===== src/hw/rtl/radar_track_persistence_gate_assert.svh =====
// Assertion macros shared by the gate RTL.
// Depends on nothing; define ASSERT_OFF to compile the checks away.
`ifndef RADAR_TRACK_PERSISTENCE_GATE_ASSERT_SVH
`define RADAR_TRACK_PERSISTENCE_GATE_ASSERT_SVH

`ifndef ASSERT_OFF
`define RTPG_ASSERT(lbl, clk, rst_n, prop) \
  lbl: assert property (@(posedge clk) disable iff (!rst_n) prop) else $error("rtpg check failed");
`define RTPG_ASSERT_NR(lbl, clk, prop) \
  lbl: assert property (@(posedge clk) prop) else $error("rtpg check failed");
`else
`define RTPG_ASSERT(lbl, clk, rst_n, prop)
`define RTPG_ASSERT_NR(lbl, clk, prop)
`endif

`endif


===== src/hw/rtl/rtpg_pkg.sv =====
// Types, register codes and constants of the radar track persistence gate.
// Depends on nothing; used by every module of the block.
package rtpg_pkg;

  // Configuration register indexes.
  typedef enum logic [2:0] {
    REG_PROB_THRESHOLD  = 3'd0,
    REG_MIN_SCANS_SEEN  = 3'd1,
    REG_RANGE_GATE_LOW  = 3'd2,
    REG_RANGE_GATE_HIGH = 3'd3,
    REG_FLIP_LATERAL    = 3'd4,
    REG_SHIFT_X         = 3'd5,
    REG_SHIFT_Y         = 3'd6,
    REG_BASE_OPACITY    = 3'd7
  } cfg_reg_e;

  localparam int unsigned CfgIdxW  = 3;
  localparam int unsigned CfgDataW = 16;

  // Input word function codes.
  localparam logic FUNC_OBJECT      = 1'b0;
  localparam logic FUNC_END_OF_SCAN = 1'b1;

  // Opacity uses max(prob, 20), then a divide by 100 done as a multiply by
  // 5243 / 2^19, which is exact for products below 43690.
  localparam logic [6:0]  ProbFloor  = 7'd20;
  localparam logic [12:0] RecipMul   = 13'd5243;
  localparam int unsigned RecipShift = 19;

  typedef struct packed {
    logic               func;
    logic [7:0]         track_id;
    logic [6:0]         existence_prob;
    logic signed [15:0] raw_x;
    logic signed [15:0] raw_y;
  } in_word_t;

  typedef struct packed {
    logic               shown;
    logic [7:0]         out_id;
    logic signed [15:0] out_x;
    logic signed [15:0] out_y;
    logic [7:0]         opacity;
    logic [7:0]         scans_seen;
  } out_word_t;

  // Commands from the controller to the datapath.
  typedef struct packed {
    logic load;    // capture the input word and read the counter table
    logic update;  // bump the counter, write it back, square the position
    logic sweep;   // end of scan: drop counters of unseen tracks
    logic finish;  // gate and load the output register
  } cmd_t;

  // Status from the datapath to the controller.
  typedef struct packed {
    logic func;       // function code of the word on the input
    logic out_stall;  // output register holds a word not yet taken
  } status_t;

  // Saturates an exact 18-bit sum to 16 bits.
  function automatic logic signed [15:0] sat16(input logic signed [17:0] v);
    logic signed [15:0] r;
    if (v > 18'sd32767) begin
      r = 16'sh7FFF;
    end else if (v < -18'sd32768) begin
      r = 16'sh8000;
    end else begin
      r = v[15:0];
    end
    return r;
  endfunction

endpackage


===== src/hw/rtl/rtpg_ctrl.sv =====
// Controller state machine of the radar track persistence gate.
// Depends on rtpg_pkg; drives the command word of rtpg_datapath.
module rtpg_ctrl
  import rtpg_pkg::*;
(
  input  logic    clk_i,
  input  logic    rst_ni,
  input  logic    in_valid_i,
  output logic    in_ready_o,
  input  status_t status_i,
  output cmd_t    cmd_o
);

  localparam logic [1:0] S_IDLE   = 2'd0;
  localparam logic [1:0] S_LOOKUP = 2'd1;
  localparam logic [1:0] S_SCAN   = 2'd2;
  localparam logic [1:0] S_EVAL   = 2'd3;

  logic [1:0] state_q, state_d;

  always_comb begin
    state_d = state_q;
    cmd_o   = '0;
    unique case (state_q)
      S_IDLE: begin
        if (in_valid_i) begin
          cmd_o.load = 1'b1;
          state_d    = (status_i.func == FUNC_END_OF_SCAN) ? S_SCAN : S_LOOKUP;
        end
      end
      S_LOOKUP: begin
        cmd_o.update = 1'b1;
        state_d      = S_EVAL;
      end
      S_SCAN: begin
        cmd_o.sweep = 1'b1;
        state_d     = S_EVAL;
      end
      S_EVAL: begin
        // Wait until the output register is free.
        if (!status_i.out_stall) begin
          cmd_o.finish = 1'b1;
          state_d      = S_IDLE;
        end
      end
      default: state_d = S_IDLE;
    endcase
  end

  always_ff @(posedge clk_i or negedge rst_ni) begin
    if (!rst_ni) begin
      state_q <= S_IDLE;
    end else begin
      state_q <= state_d;
    end
  end

  assign in_ready_o = (state_q == S_IDLE);

endmodule


===== config.mk =====
export PLATFORM = sky130hd
export DESIGN_NAME = rtpg_ctrl
export DESIGN_NICKNAME = d
export VERILOG_FILES = /design/src/hw/rtl/radar_track_persistence_gate_assert.svh /design/src/hw/rtl/rtpg_pkg.sv /design/src/hw/rtl/rtpg_ctrl.sv
export SDC_FILE = /design/constraint.sdc
export NUM_CORES = 1
export LEC_CHECK = 0
export BUFFER_PORTS_ARGS = -buffer_cell sky130_fd_sc_hd__buf_2
export CAP_MARGIN = 20
export CORE_AREA = 2 2 39 41
export CTS_BUF_LIST = sky130_fd_sc_hd__clkbuf_2
export DETAILED_ROUTE_END_ITERATION = 6
export DIE_AREA = 0 0 41 43
export GPL_TIMING_DRIVEN = 0
export HOLD_SLACK_MARGIN = 0.05
export SLEW_MARGIN = 20
export SYNTH_ARGS = -nofsm -noshare
export SYNTH_HDL_FRONTEND = slang
export SYNTH_SLANG_ARGS = --single-unit

===== constraint.sdc =====
create_clock -name clk_i -period 1.15 [get_ports clk_i]
set_clock_uncertainty 0.05 [all_clocks]
set_input_delay 0.1725 -clock clk_i [delete_from_list [all_inputs] [get_ports clk_i]]
set_output_delay 0.1725 -clock clk_i [all_outputs]
set_load 0.01 [all_outputs]

After elaboration in Yosys (flattened, before gate mapping)
Cells that the tools add are included.

Register bits after elaboration: 2. Latch bits: 0. Bits in writable memories: 0. Bits in read-only memories: 0. Input bits: 5. Output and inout bits: 5. Word-level logic and storage cells: 19. Memories: 0.

Add/sub/neg operators: 0. Multiply operators: 0. Div/mod/pow operators: 0. Order comparisons: 0. Eq/ne operators: 5. Shift operators: 0. Multiplexer cells: 10. Bitwise logic cells: 0. Reduce and logical (&&, ||, !) cells: 3.

Operator list (count): $mux W1 (6); $mux W2 (3); $pmux W2 S3 (1); $eq A2 B2 Y1 const B (2); $ne A2 B2 Y1 const B (2); $eq A2 B1 Y1 const B (1); $logic_not A2 Y1 (1); $reduce_and A2 Y1 (1); $reduce_or A2 Y1 (1).

Logic depth before layout (Yosys ltp)
Gate-level depths: netlist of the first run.

Word-level depth: 3. Mapped depth: 5. Mapped depth without buffers: 5.

Worst setup path before layout of the first run
OpenSTA, ideal clock, no wires.

Kind: reg2reg. From: register state_q[0]. To: register state_q[0]. Library setup time: 0.079 ns. Arrival: 1.107 ns. Data required time: 1.021 ns. Slack: -0.086 ns. Stages on the path, launching flop included: 5. Buffers on the path: 0. Clock period less this slack: 1.236 ns. Cell sequence: dfrtp_1 -> inv_1 -> ha_1 -> a22oi_2 -> mux2i_1.

Longest elaborated chain between the ends: 3. Elaborated cells on any way between the ends: 9. Those cells by class: eq/ne: 5; mux: 1; reduce/logical: 3.

RTL lines: start: declaration (line rtpg_ctrl.sv:19) `logic [1:0] state_q, state_d;`; start signal: assignment (line rtpg_ctrl.sv:54) `state_q <= state_d;`; $logic_not A2 Y1 *; named net in_ready_o (line rtpg_ctrl.sv:9) `output logic in_ready_o,`; $ne A2 B2 Y1 (no source line); $reduce_and A2 Y1 (no source line).

Mark *: on every way through the listed nets, which the timed path passes. The rest lies on a longest branch. A chain may end at the register's enable or synchronous reset.

==> results.json, run 1 <==
{
  "worst_path_max_delay_cell": "sky130_fd_sc_hd__dfrtp_1",
  "drive_above_1_share": 0.750,
  "critPathTopFamily": "flip-flops",
  "share_of_synthesized_flip_flops_with_an_asynchronous_set_or_reset": 1.00,
  "highest_layer": "met3",
  "timing.critical_path.depth": 4,
  "floorplan.die.width_um": 41,
  "hpwl_um": 295,
  "route.vias.total": 199,
  "grt_max_degree": 4,
  "synth_cell_types": 9,
  "netlist_top_cells_area": "sky130_fd_sc_hd__dfrtp_1, sky130_fd_sc_hd__ha_1, sky130_fd_sc_hd__mux2i_1",
  "capturing_element_type_of_the_critical_path": "primary output",
  "first_pass_iters": 2,
  "clk_root_buffer_cell": "sky130_fd_sc_hd__clkbuf_2",
  "cts_sinks": 2,
  "cp.buffers_inverters": 2,
  "worst_ep_required_time_ns": 0.93,
  "preCtsSetupSlack_ns": -0.0702,
  "die-height_um": 43,
  "rsz0062_at_grt": "yes",
  "slew-limit-headroom": 0.854,
  "crit_path_max_incr_delay_ns": 0.39,
  "globalRouteTotalUtil": 0.0662,
  "number_of_design_rule_violations_left_by_the_first_detailed_router_iteration": 1,
  "multiInputGateArea_sq_um": 156,
  "worstSkewPairLatency_ns": 0.19,
  "post_synthesis_cell_area_sq_um": 176,
  "synthesis.instances": 17,
  "fmax_ghz": 0.778,
  "power.density_nw_per_um2": 2780,
  "synthMostInstantiatedCell": "sky130_fd_sc_hd__ha_1",
  "setup_violations": 7,
  "die-area_sq_um": 1760,
  "num_antenna_cells": 0,
  "tritoncts": "done",
  "syn_area_per_cell_sq_um": 10.4,
  "synth-warning-count": 0,
  "finalHoldViolCount": 0,
  "synthTopCellsByCount": "sky130_fd_sc_hd__ha_1, sky130_fd_sc_hd__inv_1, sky130_fd_sc_hd__mux2i_1, sky130_fd_sc_hd__dfrtp_1",
  "clkSlewWorstSetupHoldPaths_ns": 0.03,
  "gp_congestion": 0.559,
  "tightest_slew_ns": 0.219,
  "design.core.area_sq_um": 1380,
  "layout.core_utilization": 0.303,
  "io_buffers": 9,
  "violations": "negative setup slack",
  "finish.cell_count_without_fillers": 56,
  "crit_fanout": 3,
  "wirelength_met1_um": 126,
  "fin_crit_ns": 1.29,
  "route.antenna.remaining_nets": 0,
  "grt_pass1_wl_um": 703,
  "maxCapViolCount": 0,
  "holdCritPathClass": "in -> async",
  "dominantRegCellSynth": "sky130_fd_sc_hd__dfrtp_1",
  "critical_path_class": "reg -> out",
  "sequential_cell_area_sq_um": 50.0,
  "nFillCells": 144,
  "syn2layout_area_growth_pct": 138,
  "syn_nets": 26,
  "wire_per_inst_um": 7.86,
  "layout_top_registers": "state_q: 2 flops",
  "post-synth-top-area-fraction": 0.284,
  "vias_per_cell": 3.55,
  "placementRows": 14,
  "clk_path_buf_depth": 2,
  "totalWireLength_um": 440,
  "postLayoutSetupSlackWorst_ns": -0.135,
  "vias_in_the_first_global_route": 213,
  "htreeDepth": 1,
  "largest_register_ffs": 2,
  "largest_voltage_drop_on_the_vdd_net_uv": 469,
  "worst_path_cell_trace": "inv_2 -> ha_4 -> and2_4 -> buf_6",
  "report.final.slew_viol_count": 0,
  "top_register": "state_q",
  "synth_enable_flop_cells": 0,
  "synth.yosys.seq_area_share": 0.284,
  "cts_buffers": 3,
  "initial_utilization": 0.127,
  "wl_met3_um": 31,
  "flip_flop_and_latch_count_after_synthesis": 2,
  "setup_total_negative_slack_ns": -0.751,
  "antenna_found_initial": 0,
  "start_kind": "register",
  "grt_remaining_overflow": 0,
  "route.detailed.drc": 0,
  "io_pins": 10,
  "outcome": "finished, violations left",
  "final_net_count": 51,
  "power_leakage_nw": 0.212,
  "period_utilization_post_route": 1.12,
  "detailroute.wirelength.met2_um": 282,
  "ff2ff_path_depth": 5,
  "crit_arrival_ns": 1.06,
  "yosysTopAreaCell": "sky130_fd_sc_hd__dfrtp_1",
  "placed_cells_incl_taps": 42,
  "hold_ws_ns": 0.242
}
-- cell type report --
class,count,share of cell area
Multi-Input combinational cell,12,0.373
Clock buffer,3,0.0358
Inverter,3,0.0269
Tap cell,16,0.0478
Sequential cell,2,0.119
Timing Repair Buffer,20,0.397
-- kinds of logic after synthesis --
logic type      Yosys count  synth area share
simple gates              3            0.0993
flops                     2             0.284
mux                       3             0.170
buf+inv                   3            0.0638
fa+ha+maj                 4             0.284
compound gates            2            0.0993
-- path summary, 6_finish.rpt --
path                                             start                     end  slack (ns)
max in group asynchronous                       rst_ni  state_q[1]$_DFFE_PN0P_        0.71
worst max register to register  state_q[0]$_DFFE_PN0P_  state_q[0]$_DFFE_PN0P_       -0.12
worst min-delay path                            rst_ni  state_q[0]$_DFFE_PN0P_        0.24
worst max-delay path            state_q[0]$_DFFE_PN0P_                cmd_o[3]       -0.14
worst min register to register  state_q[1]$_DFFE_PN0P_  state_q[1]$_DFFE_PN0P_        0.64
min in group clk_i                         status_i[1]  state_q[0]$_DFFE_PN0P_        0.24
-- cell usage in the layout (no fill, tap or decap) --
cell                            count
sky130_fd_sc_hd__a22oi_2            1
sky130_fd_sc_hd__and2_4             1
sky130_fd_sc_hd__buf_2              5
sky130_fd_sc_hd__buf_4              7
sky130_fd_sc_hd__buf_6              7
sky130_fd_sc_hd__clkbuf_2           3
sky130_fd_sc_hd__dfrtp_1            2
sky130_fd_sc_hd__dlygate4sd3_1      1
sky130_fd_sc_hd__ha_2               1
sky130_fd_sc_hd__ha_4               3
sky130_fd_sc_hd__inv_1              1
sky130_fd_sc_hd__inv_2              2
sky130_fd_sc_hd__mux2i_1            3
sky130_fd_sc_hd__nand2_1            1
sky130_fd_sc_hd__nor2b_1            1
sky130_fd_sc_hd__o21ai_0            1
-- repair_timing --
| item | in CTS | in global routing |
|---|---|---|
| buffers inserted | 8 | 2 |
| pin swaps | 3 | 1 |
| hold buffers | 1 | 0 |
| gates resized for setup | 13 | 2 |
| hold endpoints to repair | 2 | 0 |
| endpoints found under the setup margin | 7 | 7 |
-- stage by stage --
| stage | power (mW) | area (sq um) |
|---|---|---|
| global placement | 0.602 | 254 |
| CTS | 1.09 | 390 |
| finish | 1.16 | 419 |
| detailed placement | 0.618 | 254 |
| floorplan | 0.498 | 189 |
| global route | 1.29 | 419 |
-- report_power, final --
group	switching (mW)	leakage, nW	internal [mW]	total (mW)
clock network	0.0415	0.0125	0.0695	0.111
logic	0.341	0.177	0.565	0.906
registers	0.0343	0.0231	0.113	0.147
-- per-layer routing --
layer	vias up	GRT usage
met2	7	0.106
met3	0	0.0314
met4	0	0.0800
met1	90	0.0449
li1	102	-
met5	-	0
Power figures use the tool's default switching activity.
==> inputs of run 2 (changes only) <==
Settings changed: SKIP_CTS_REPAIR_TIMING from default to 1.
Clock period 1.15 ns to 1.1 ns, I/O delays scaled along.
==> results.json, run 2 (synthesized netlist as in run 1, its figures left out) <==
{
  "final_net_count": 45,
  "maxCapViolCount": 0,
  "grt_pass1_wl_um": 558,
  "finish.cell_count_without_fillers": 50,
  "grt_max_degree": 7,
  "largest_voltage_drop_on_the_vdd_net_uv": 439,
  "top_register": "state_q",
  "clk_path_buf_depth": 2,
  "r2r_setup_slack_ns": -0.16,
  "drive_above_1_share": 0.647,
  "cts_sinks": 2,
  "total_power_consumption_mw": 0.928,
  "crit_arrival_ns": 1.06,
  "fin_crit_ns": 1.28,
  "report.final.slew_viol_count": 0,
  "setup_violations": 7,
  "vias_in_the_first_global_route": 159,
  "initial_utilization": 0.127,
  "power.density_nw_per_um2": 2800,
  "postLayoutSetupSlackWorst_ns": -0.179,
  "htreeDepth": 1,
  "violations": "negative setup slack",
  "rsz0062_at_grt": "yes",
  "num_antenna_cells": 0,
  "die-height_um": 43,
  "worst_ep_required_time_ns": 0.88,
  "largest_register_ffs": 2,
  "period_utilization_post_route": 1.16,
  "first_pass_iters": 2,
  "route.vias.total": 175,
  "io_buffers": 9,
  "critical_path_class": "reg -> out",
  "number_of_design_rule_violations_left_by_the_first_detailed_router_iteration": 2,
  "worstSkewPairLatency_ns": 0.19,
  "tightest_slew_ns": 0.209,
  "antenna_found_initial": 0,
  "wirelength_met1_um": 115,
  "detailroute.wirelength.met2_um": 222,
  "cts_buffers": 3,
  "hpwl_um": 285,
  "most-common-layout-cells": "sky130_fd_sc_hd__buf_2, sky130_fd_sc_hd__mux2i_1, sky130_fd_sc_hd__clkbuf_2, sky130_fd_sc_hd__buf_4",
  "wire_per_inst_um": 7.50,
  "tritoncts": "done",
  "floorplan.die.width_um": 41,
  "crit_path_max_incr_delay_ns": 0.37,
  "start_kind": "register",
  "route.antenna.remaining_nets": 0,
  "vias_per_cell": 3.50,
  "die-area_sq_um": 1760,
  "crit_fanout": 3,
  "route.detailed.drc": 0,
  "finalHoldViolCount": 0,
  "outcome": "finished, violations left",
  "layout_commonest_cell": "sky130_fd_sc_hd__buf_2",
  "gp_congestion": 0.558,
  "placementRows": 14,
  "globalRouteTotalUtil": 0.0552,
  "io_pins": 10,
  "highest_layer": "met3",
  "slew-limit-headroom": 0.861,
  "syn2layout_area_growth_pct": 87.9,
  "totalWireLength_um": 375,
  "holdCritPathClass": "in -> async",
  "power_leakage_nw": 0.179,
  "grt_remaining_overflow": 0,
  "nFillCells": 156,
  "fmax_ghz": 0.782,
  "worst_path_cell_trace": "inv_2 -> buf_4 -> ha_1 -> buf_2",
  "worst_path_max_delay_cell": "sky130_fd_sc_hd__dfrtp_1",
  "clkSlewWorstSetupHoldPaths_ns": 0.03,
  "wl_met3_um": 36,
  "capturing_element_type_of_the_critical_path": "primary output",
  "design.core.area_sq_um": 1380,
  "clk_root_buffer_cell": "sky130_fd_sc_hd__clkbuf_2",
  "placed_cells_incl_taps": 42,
  "layout_top_registers": "state_q: 2 flops"
}
==> run 2: routing by layer <==
metal | up-vias | global-route usage
li1 | 89 | -
met1 | 79 | 0.0353
met5 | - | 0
met3 | 0 | 0.0314
met4 | 0 | 0.0800
met2 | 7 | 0.0813
==> run 2: where the power goes <==
part,switching [mW],internal (mW)
sequential,0.0356,0.118
combinational,0.277,0.385
clock,0.0396,0.0725
==> run 2: through the flow <==
| step | TNS [ns] | util | hold WS, ns | worst slack (ns) | instance area [sq um] |
|---|---|---|---|---|---|
| 2_1_floorplan | 0 | - | -0.181 | 0.00700 | 191 |
| 3_3_place_gp | -0.123 | 0.185 | -0.0998 | -0.0514 | 256 |
| 3_5_place_dp | -0.195 | 0.185 | -0.0994 | -0.0871 | 256 |
| 4_1_cts | -0.906 | 0.196 | -0.312 | -0.252 | 272 |
| 5_1_grt | -1.59 | 0.240 | 0.233 | -0.246 | 332 |
| 6_report | -1.10 | 0.240 | 0.238 | -0.179 | 332 |
==> run 2: path summary, 6_finish.rpt <==
kind / from / endpoint / cells after the start
min in group clk_i: status_i[1] / state_q[0]$_DFFE_PN0P_ / 4
worst min register to register: state_q[1]$_DFFE_PN0P_ / state_q[1]$_DFFE_PN0P_ / 2
max in group asynchronous: rst_ni / state_q[1]$_DFFE_PN0P_ / 2
worst max register to register: state_q[0]$_DFFE_PN0P_ / state_q[0]$_DFFE_PN0P_ / 5
worst min-delay path: rst_ni / state_q[0]$_DFFE_PN0P_ / 2
worst max-delay path: state_q[0]$_DFFE_PN0P_ / cmd_o[1] / 4
==> run 2: cell type report <==
class | instances | area [sq um] | share of cell area
Tap cell | 16 | 20.0 | 0.0604
Inverter | 3 | 11.3 | 0.0340
Clock buffer | 3 | 15.0 | 0.0453
Timing Repair Buffer | 14 | 104 | 0.313
Sequential cell | 2 | 50.0 | 0.151
Multi-Input combinational cell | 12 | 131 | 0.396
==> run 2: worst max-delay path, delay by kind of cell (launching register included) <==
family,cells,cell delay (ns)
flops,1,0.37
buf+inv,3,0.33
fa+ha+maj,1,0.17
==> inputs of run 3 (changes only) <==
Clock period 1.1 ns to 1.62 ns, I/O delays scaled along.
==> results.json, run 3 (synthesized netlist as in run 1, its figures left out) <==
{
  "outcome": "finished, final reports clean",
  "r2r_setup_slack_ns": 0.40,
  "period_utilization_post_route": 0.919,
  "ff2ff_path_depth": 4,
  "setup_violations": 0,
  "number_of_design_rule_violations_left_by_the_first_detailed_router_iteration": 0,
  "worst_path_max_delay_cell": "sky130_fd_sc_hd__dfrtp_1",
  "regToRegStartpoint": "state_q[0]$_DFFE_PN0P_",
  "crit_path_max_incr_delay_ns": 0.39,
  "worstSkewPairLatency_ns": 0.19,
  "clk_root_buffer_cell": "sky130_fd_sc_hd__clkbuf_2",
  "critical_path_class": "reg -> out",
  "worst_ep_required_time_ns": 1.33,
  "first_pass_iters": 1,
  "cts_sinks": 2,
  "floorplan.die.width_um": 41,
  "rsz0062_at_grt": "no",
  "htreeDepth": 1,
  "totalWireLength_um": 363,
  "cell_area_after_layout_sq_um": 269,
  "nFillCells": 156,
  "setup_total_negative_slack_ns": 0,
  "clk_path_buf_depth": 2,
  "gp_congestion": 0.544,
  "grt_max_degree": 7,
  "tightest_slew_ns": 0.208,
  "hold-path-cell-count": 4,
  "report.final.slew_viol_count": 0,
  "fmax_ghz": 0.672,
  "postLayoutSetupSlackWorst_ns": 0.131,
  "most-common-layout-cells": "sky130_fd_sc_hd__buf_2, sky130_fd_sc_hd__inv_1, sky130_fd_sc_hd__mux2i_1, sky130_fd_sc_hd__ha_1, sky130_fd_sc_hd__clkbuf_2",
  "worst_path_cell_trace": "inv_1 -> ha_2 -> and2_2 -> buf_2",
  "hold_ws_ns": 0.308,
  "preCtsSetupSlack_ns": 0.268,
  "power_leakage_nw": 0.156,
  "route.vias.total": 158,
  "design.core.area_sq_um": 1380,
  "total_power_consumption_mw": 0.479,
  "die-height_um": 43,
  "wire_per_inst_um": 7.89,
  "slew-limit-headroom": 0.862,
  "initial_utilization": 0.127,
  "route.detailed.drc": 0,
  "io_pins": 10,
  "die-area_sq_um": 1760,
  "num_antenna_cells": 0,
  "crit_fanout": 6,
  "cts_buffers": 3,
  "fin_crit_ns": 1.49,
  "maxCapViolCount": 0,
  "syn2layout_area_growth_pct": 52.5,
  "timing.rr.end": "state_q[1]$_DFFE_PN0P_",
  "grt_remaining_overflow": 0,
  "final_net_count": 41,
  "largest_register_ffs": 2,
  "placed_cells_incl_taps": 42,
  "hold_path_startpoint": "status_i[1]",
  "critPathTopFamily": "flip-flops",
  "antenna_found_initial": 0,
  "start_kind": "register",
  "finish.cell_count_without_fillers": 46,
  "tritoncts": "done",
  "finalHoldViolCount": 0,
  "dpl_cell_area_sq_um": 241,
  "io_buffers": 9,
  "placementRows": 14,
  "layout_top_registers": "state_q: 2 flops",
  "layout.core_utilization": 0.194,
  "grt_pass1_wl_um": 545,
  "layout_commonest_cell": "sky130_fd_sc_hd__buf_2",
  "globalRouteTotalUtil": 0.0592,
  "clkSlewWorstSetupHoldPaths_ns": 0.03,
  "vias_in_the_first_global_route": 156,
  "route.antenna.remaining_nets": 0,
  "hpwl_um": 286,
  "holdCritPathClass": "in -> reg",
  "crit_arrival_ns": 1.20,
  "cp.buffers_inverters": 2,
  "power.density_nw_per_um2": 1780,
  "drive_above_1_share": 0.500,
  "capturing_element_type_of_the_critical_path": "primary output",
  "min_delay_worst_endpoint": "state_q[0]$_DFFE_PN0P_",
  "vias_per_cell": 3.43,
  "largest_voltage_drop_on_the_vdd_net_uv": 260,
  "top_register": "state_q"
}
run 3: cell type report:
| cell class | instances | area, sq um | area share |
|---|---|---|---|
| clock buffers | 3 | 15.0 | 0.0558 |
| repair buffers | 10 | 55.1 | 0.205 |
| well taps | 16 | 20.0 | 0.0744 |
| flip-flops and latches | 2 | 50.0 | 0.186 |
| inverters | 3 | 11.3 | 0.0419 |
| multi-input cells | 12 | 118 | 0.437 |
run 3: how the worst max path moves through the flow:
stage | startpoint | to | slack [ns] | cells after the start
final | state_q[1]$_DFFE_PN0P_ | cmd_o[3] | 0.13 | 4
after global routing | state_q[1]$_DFFE_PN0P_ | cmd_o[3] | 0.02 | 4
after CTS | state_q[1]$_DFFE_PN0P_ | cmd_o[3] | 0.04 | 4
after detailed placement | state_q[1]$_DFFE_PN0P_ | cmd_o[3] | 0.27 | 4
after global placement | state_q[0]$_DFFE_PN0P_ | cmd_o[3] | 0.29 | 4
after floorplan | state_q[0]$_DFFE_PN0P_ | cmd_o[3] | 0.35 | 3
run 3: power by group:
| part | internal, mW | switching, mW | leakage (nW) |
|---|---|---|---|
| logic | 0.146 | 0.154 | 0.121 |
| clock network | 0.0493 | 0.0290 | 0.0125 |
| registers | 0.0800 | 0.0201 | 0.0231 |
run 3: layer usage:
layer,up-vias,track usage,share of wire
li1,82,-,-
met1,70,0.0256,0.30
met2,6,0.0844,0.63
met3,0,0.0314,0.069
met4,0,0.120,0
met5,-,0,0
run 3: worst register-to-register path, delay by kind of cell (launching register included):
kind	cells	cell delay, ns
mux	1	0.21
flops	1	0.36
fa+ha+maj	1	0.23
compound gates	1	0.21
buf+inv	1	0.08
